$ cat config.mk
export PLATFORM = sky130hd
export DESIGN_NAME = apt2d_front
export DESIGN_NICKNAME = d
export VERILOG_FILES = /design/src/rtl/apt2d_pkg.sv /design/src/rtl/apt2d_front.sv
export SDC_FILE = /design/constraint.sdc
export NUM_CORES = 1
export LEC_CHECK = 0
export BUFFER_PORTS_ARGS = -buffer_cell sky130_fd_sc_hd__buf_2
export CORE_AREA = 2 2 148 150
export CTS_BUF_LIST = sky130_fd_sc_hd__clkbuf_16
export DETAILED_ROUTE_END_ITERATION = 16
export DIE_AREA = 0 0 150 152
export HOLD_SLACK_MARGIN = 0.02
export MAX_ROUTING_LAYER = met4
export PLACE_DENSITY = 0.78
export SYNTH_ARGS = -nofsm -noshare
export SYNTH_HDL_FRONTEND = slang
export SYNTH_SLANG_ARGS = --single-unit
$ cat constraint.sdc
create_clock -name clk -period 4.3 [get_ports clk]
set_clock_uncertainty 0.1 [all_clocks]
set_input_delay 0.645 -clock clk [delete_from_list [all_inputs] [get_ports clk]]
set_output_delay 0.645 -clock clk [all_outputs]
set_load 0.05 [all_outputs]
$ cat src/rtl/apt2d_pkg.sv
// Shared types, constants and fixed-point helpers of the 2D affine point transform.
// Used by every module of the block; depends on nothing else.
package apt2d_pkg;

  localparam int CW = 16;
  localparam int CF = 16;
  localparam int LW = CF + 8;
  localparam int CFG_IW = 3;

  localparam int ANGLE_FULL = 23040;
  localparam int ANGLE_QUARTER = 5760;
  localparam int ANGLE_EIGHTH = 2880;
  localparam logic [28:0] RAD_PER_UNIT = 29'd299845282;
  localparam logic [31:0] ONE_Q30 = 32'h4000_0000;

  localparam logic [CFG_IW-1:0] REG_SHIFT_X = 3'd0;
  localparam logic [CFG_IW-1:0] REG_SHIFT_Y = 3'd1;
  localparam logic [CFG_IW-1:0] REG_ANGLE = 3'd2;
  localparam logic [CFG_IW-1:0] REG_SCALE_X = 3'd3;
  localparam logic [CFG_IW-1:0] REG_SCALE_Y = 3'd4;
  localparam logic [CFG_IW-1:0] REG_SHEAR_X = 3'd5;
  localparam logic [CFG_IW-1:0] REG_SHEAR_Y = 3'd6;

  // Reciprocals of the Horner divisors: x / d is (x * MAG) >> SH for any x below 2**30.
  localparam logic [31:0] MAG_72 = 32'(((64'd1 << 37) + 64'd71) / 64'd72);
  localparam logic [31:0] MAG_42 = 32'(((64'd1 << 36) + 64'd41) / 64'd42);
  localparam logic [31:0] MAG_20 = 32'(((64'd1 << 35) + 64'd19) / 64'd20);
  localparam logic [31:0] MAG_6  = 32'(((64'd1 << 33) + 64'd5) / 64'd6);
  localparam logic [31:0] MAG_56 = 32'(((64'd1 << 36) + 64'd55) / 64'd56);
  localparam logic [31:0] MAG_30 = 32'(((64'd1 << 35) + 64'd29) / 64'd30);
  localparam logic [31:0] MAG_12 = 32'(((64'd1 << 34) + 64'd11) / 64'd12);
  localparam logic [31:0] MAG_2  = 32'(((64'd1 << 31) + 64'd1) / 64'd2);

  typedef logic signed [CW-1:0] coord_t;
  typedef logic signed [LW-1:0] coef_t;

  typedef struct packed {
    coef_t m00;
    coef_t m01;
    coef_t m10;
    coef_t m11;
  } lin_t;

  typedef struct packed {
    logic busy;
    coord_t shift_x;
    coord_t shift_y;
  } xlat_t;

  typedef struct packed {
    coord_t x;
    coord_t y;
    coord_t tx;
    coord_t ty;
  } work_t;

  typedef struct packed {
    coord_t x;
    coord_t y;
    logic ovf;
  } res_t;

  // Shift right with rounding half away from zero.
  function automatic logic signed [63:0] rnd_shift(input logic signed [63:0] v, input int sh);
    logic [63:0] mag;
    logic [63:0] half;
    half = (sh > 0) ? (64'd1 << (sh - 1)) : 64'd0;
    mag = v[63] ? 64'(-v) : 64'(v);
    mag = (mag + half) >> sh;
    return v[63] ? -$signed(mag) : $signed(mag);
  endfunction

  function automatic logic signed [63:0] to_frac(input logic signed [63:0] v, input int fb,
                                                 input int tb);
    if (tb >= fb) begin
      return v <<< (tb - fb);
    end
    return rnd_shift(v, fb - tb);
  endfunction

  function automatic coef_t sat_lin(input logic signed [63:0] v);
    logic signed [63:0] lim;
    lim = (64'sd1 <<< (LW - 1)) - 64'sd1;
    if (v > lim) begin
      return coef_t'(lim);
    end
    if (v < -lim) begin
      return coef_t'(-lim);
    end
    return coef_t'(v);
  endfunction

  // Reciprocal multipliers of the Horner steps: sine chain first, cosine chain second.
  function automatic logic [31:0] div_magic(input logic ph, input logic [1:0] it);
    case ({ph, it})
      3'd0: return MAG_72;
      3'd1: return MAG_42;
      3'd2: return MAG_20;
      3'd3: return MAG_6;
      3'd4: return MAG_56;
      3'd5: return MAG_30;
      3'd6: return MAG_12;
      default: return MAG_2;
    endcase
  endfunction

  function automatic logic [5:0] div_shift(input logic ph, input logic [1:0] it);
    case ({ph, it})
      3'd0: return 6'd37;
      3'd1: return 6'd36;
      3'd2: return 6'd35;
      3'd3: return 6'd33;
      3'd4: return 6'd36;
      3'd5: return 6'd35;
      3'd6: return 6'd34;
      default: return 6'd31;
    endcase
  endfunction

endpackage

$ cat src/rtl/apt2d_front.sv
// Input side: takes coordinate items, picks their translation by the point flag,
// and holds them in a four-entry queue for the arithmetic side. Depends on apt2d_pkg.
module apt2d_front (
  input  logic              clk,
  input  logic              rst_n,
  input  logic              push,
  output logic              full,
  input  apt2d_pkg::coord_t x_in,
  input  apt2d_pkg::coord_t y_in,
  input  logic              is_point,
  input  apt2d_pkg::xlat_t  xlat,
  output logic              q_valid,
  input  logic              q_pop,
  output apt2d_pkg::work_t  q_head
);
  import apt2d_pkg::*;

  localparam int QD = 4;

  work_t mem_r [QD];
  logic [1:0] wr_ptr_r, rd_ptr_r;
  logic [2:0] cnt_r, cnt_nxt;
  logic wr, rd;
  work_t entry;

  assign full = xlat.busy || (cnt_r == 3'(QD));
  assign wr = push && !full;
  assign rd = q_pop && q_valid;
  assign q_valid = (cnt_r != 3'd0);
  assign q_head = mem_r[rd_ptr_r];

  always_comb begin
    entry.x = x_in;
    entry.y = y_in;
    entry.tx = is_point ? xlat.shift_x : '0;
    entry.ty = is_point ? xlat.shift_y : '0;
    cnt_nxt = cnt_r + 3'(wr) - 3'(rd);
  end

  always_ff @(posedge clk) begin
    if (wr) begin
      mem_r[wr_ptr_r] <= entry;
    end
  end

  always_ff @(posedge clk) begin
    if (!rst_n) begin
      wr_ptr_r <= '0;
      rd_ptr_r <= '0;
      cnt_r <= '0;
    end else begin
      if (wr) begin
        wr_ptr_r <= wr_ptr_r + 2'd1;
      end
      if (rd) begin
        rd_ptr_r <= rd_ptr_r + 2'd1;
      end
      cnt_r <= cnt_nxt;
    end
  end

endmodule

# Word-level counts from Yosys, hierarchy flattened
# Memory sizes are Yosys's and may differ from the RTL's. A register that Yosys moved wholly into a read port is not among the register bits.
# Index checks and enable logic that the tools add are counted.
# totals
ff_bits	7
mem_bits_rw	256
input_bits	70
out_inout_bits	66
memories	1
# classes
add_sub_neg	4
n_eq_ne	1
n_mux	6
reduce_logical	5
# mem_list
memory	words	width	rd	rd_ports_with_merged_regs	write_ports	line_no	text
mem_r	4	64	1	1	1	apt2d_front.sv:20	work_t mem_r [QD];
# op_table
cell	count
$mux W16	2
$add A2 B1 Y2 const B	2
$mux W2	2
$add A3 B1 Y3	1
$eq A3 B3 Y1 const B	1
$reduce_bool A3 Y1	1
$sub A3 B1 Y3	1
$logic_and A1 B1 Y1	2
$mux W1	2
$logic_not A1 Y1	1
$logic_or A1 B1 Y1	1

# Depth between registers and ports, before layout
# depth
word_depth	6
mapped_depth	11

# Worst setup path after synthesis
# Ideal clock, no wire load.
# synth_path
kind	in2reg
start	input port xlat[32] (netlist bit)
end	memory mem_r[0][0] (netlist bit), enable pin
setup_ns	0.429
arrival_ns	2.568
required_ns	3.771
setup_slack_ns	1.203
path_stages	3
n_path_buf	0
cell_sequence	nand2b_1 a21oi_2 and2_1
# synth_between
elab_chain_len	5
# synth_rtl
item	line_no	text
start, declared	apt2d_front.sv:11	input apt2d_pkg::xlat_t xlat,
$logic_or A1 B1 Y1	apt2d_front.sv:26	assign full = xlat.busy || (cnt_r == 3'(QD));
$logic_not A1 Y1	apt2d_front.sv:27	assign wr = push && !full;
$logic_and A1 B1 Y1	apt2d_front.sv:27	
$mux W1	apt2d_front.sv:41	if (wr) begin
$mux W1 (implied by the code)	apt2d_front.sv:42	mem_r[wr_ptr_r] <= entry;
end, declared	apt2d_front.sv:20	
# Every way passes these cells.

==> metrics <==
status complete, no violations; Crit path largest cell delay 0.56 ns; worst vdd ir 0.000344 V; Final GP Congestion 0.677; Hold Fails Final Rpt 0; Critical-path top delay cell mux4_2; unrepaired setup endpoints after global routing false; DRT Pass-1 Iters 4; n_diodes 0; WL/cell ~20 um; cts hold-fix bufs 0; Vias/cell 5.27; Worst setup SP type flop; number of synthesized flops with an enable pin about 260; Area growth syn-to-layout 17.2%; crit path max fanout 18; max cap viols 0; CTS tree built; final WL between 15,000 and 20,000 um; vias 4,550; post-synth cell types 24; Skew-Pair Late Insertion Delay ~0.5 ns; cts bufs inserted 26; Placed Cells 817; Gate Count Post-Synth ~420; GRT Util Overall 0.160; most frequent cells in the layout edfxtp_1 (256), buf_2 (135), mux4_2 (60); slew at the pin closest to its max-slew limit 1.02 ns; Worst Path Required roughly 3.6 ns; Worst-path clk slew 0.06 ns; setup TNS 0 ns; antenna violations before repair 0; hold_sp y_in[9]; largest net degree at the start of global routing 65; crit path DAT 2.30 ns; Net Count, Synth 495; Final nets 642; Max Slew Vio Count 0; P per Cell Area between 600 and 700 nW/um^2; Fmax approximately 330 MHz; dpl hpwl 10,200 um; kind of critical path flop to output port; Tmin final 3.04 ns; ys async rst share 0; synthesized flop and latch total 265; chip height about 150 um; # port buffers between 100 and 150; Fill cells 1,663; Worst setup EP type output port; Core Area 21,400 um^2; Post-route DRC 0; number of global-route vias before repair between 4,000 and 5,000; Initial Util 0.468; Setup Viol. Count Final 0; 1st-iter DRT viols 262; Rel. slew slack 0.322; share of layout cells above drive strength 1 0.416; crit path cell chain buf_4, mux4_2, buf_2; CP Buf/Inv Count 2; Min-Delay Path Class input port to flop; global-route wire length before repair 27,200 um; main flop type after synthesis edfxtp_1; r2r startpoint cnt_r[1]; commonest non-fill, non-tap cell in the layout edfxtp_1; Synth Area per Inst 23.9 um^2; total gr overflow 0; num rows 54; CTS H-tree depth 1; Final Instance Area 11,700 um^2; final worst path period share 0.708; static leakage 3.95 nW; Sink Count 265; # resized after CTS 0; Synth Cell Area 10,000 um^2; # Post-CTS Setup Buffers 0; Routed Antenna Nets 0; placed cell areas 10,900 um^2; final cell count without fillers 864; sequential share of the synthesized area 0.787; die area ~23,000 um^2; CTS Root Cell clkbuf_16; fin util 0.549; CP delay by family, top buffers and inverters; Die Width 150 um; clock buffer depth 3; Ports 136; Ys Warns 0
==> synth_stat cells (all sizes together) (2+ instances only) <==
master	instances	area share
and2	39	0.024
buf	13	0.016
clkbuf	5	0.0020
dfxtp	9	0.018
edfxtp	256	0.77
ha	6	0.0075
inv	5	0.0019
mux2i	2	0.0020
mux4	64	0.15
nand2	4	0.0015
nor2b	3	0.0019
xnor2	4	0.0035
==> layout make-up <==
cell class,instances,area (um^2),area share
Multi-Input combinational cell,130,1940,0.166
Clock buffer,27,676,0.0577
Tap cell,280,350,0.0299
Sequential cell,265,7880,0.672
Inverter,5,18.8,0.00160
Clock inverter,20,150,0.0128
Timing Repair Buffer,137,703,0.0600
==> per-layer routing <==
| layer | up-vias | GRT usage | wire length, um |
|---|---|---|---|
| li1 | 2028 | - | - |
| met1 | 2373 | 0.196 | 7160 |
| met2 | 130 | 0.278 | 9290 |
| met3 | 19 | 0.0288 | 884 |
| met4 | 0 | 0.0355 | 169 |
| met5 | - | - | 0 |
==> power breakdown <==
| group | switching, W | total (W) | internal (W) |
|---|---|---|---|
| logic | 0.00131 | 0.00196 | 0.000649 |
| registers | 0.000125 | 0.00310 | 0.00297 |
| clock network | 0.000895 | 0.00215 | 0.00125 |
| total | 0.00233 | 0.00720 | 0.00487 |
==> state kept, by name (all words and copies together), names as in the netlist, named ones only <==
signal	count
cnt_r	3
mem_r	256
rd_ptr_r	2
wr_ptr_r	2
==> worst paths after layout <==
kind                            slack [ns]            to  cells past startpoint
worst max-delay path                  1.26    q_head[59]                      3
worst min-delay path                  0.25  mem_r[3][41]                      1
worst max register to register        1.74      cnt_r[2]                     11
worst min register to register        0.41   wr_ptr_r[1]                      2
==> metrics by stage <==
step | setup WS (ns) | total power, W | hold WS, ns
floorplan | 1.20 | 0.00481 | 0.368
global placement | 1.51 | 0.00511 | 0.379
detailed placement | 1.42 | 0.00514 | 0.418
CTS | 1.17 | 0.00730 | 0.223
global route | 1.11 | 0.00749 | 0.231
finish | 1.26 | 0.00720 | 0.247
==> kinds of logic (layout without fill, tap and decap cells) <==
kind of cell               after synthesis  in the layout  synth area share
buffers and inverters                   23            189            0.0200
xor gates and xnor gates                 4              4           0.00350
DFF                                    265            265             0.787
adders and majority gates                7              7           0.00951
muxes                                   66             66             0.148
and+or+nand+nor                         49             49            0.0294
AOI/OAI and AO/OA                        4              4           0.00338
Note: power is estimated with default switching activity, not from simulation.
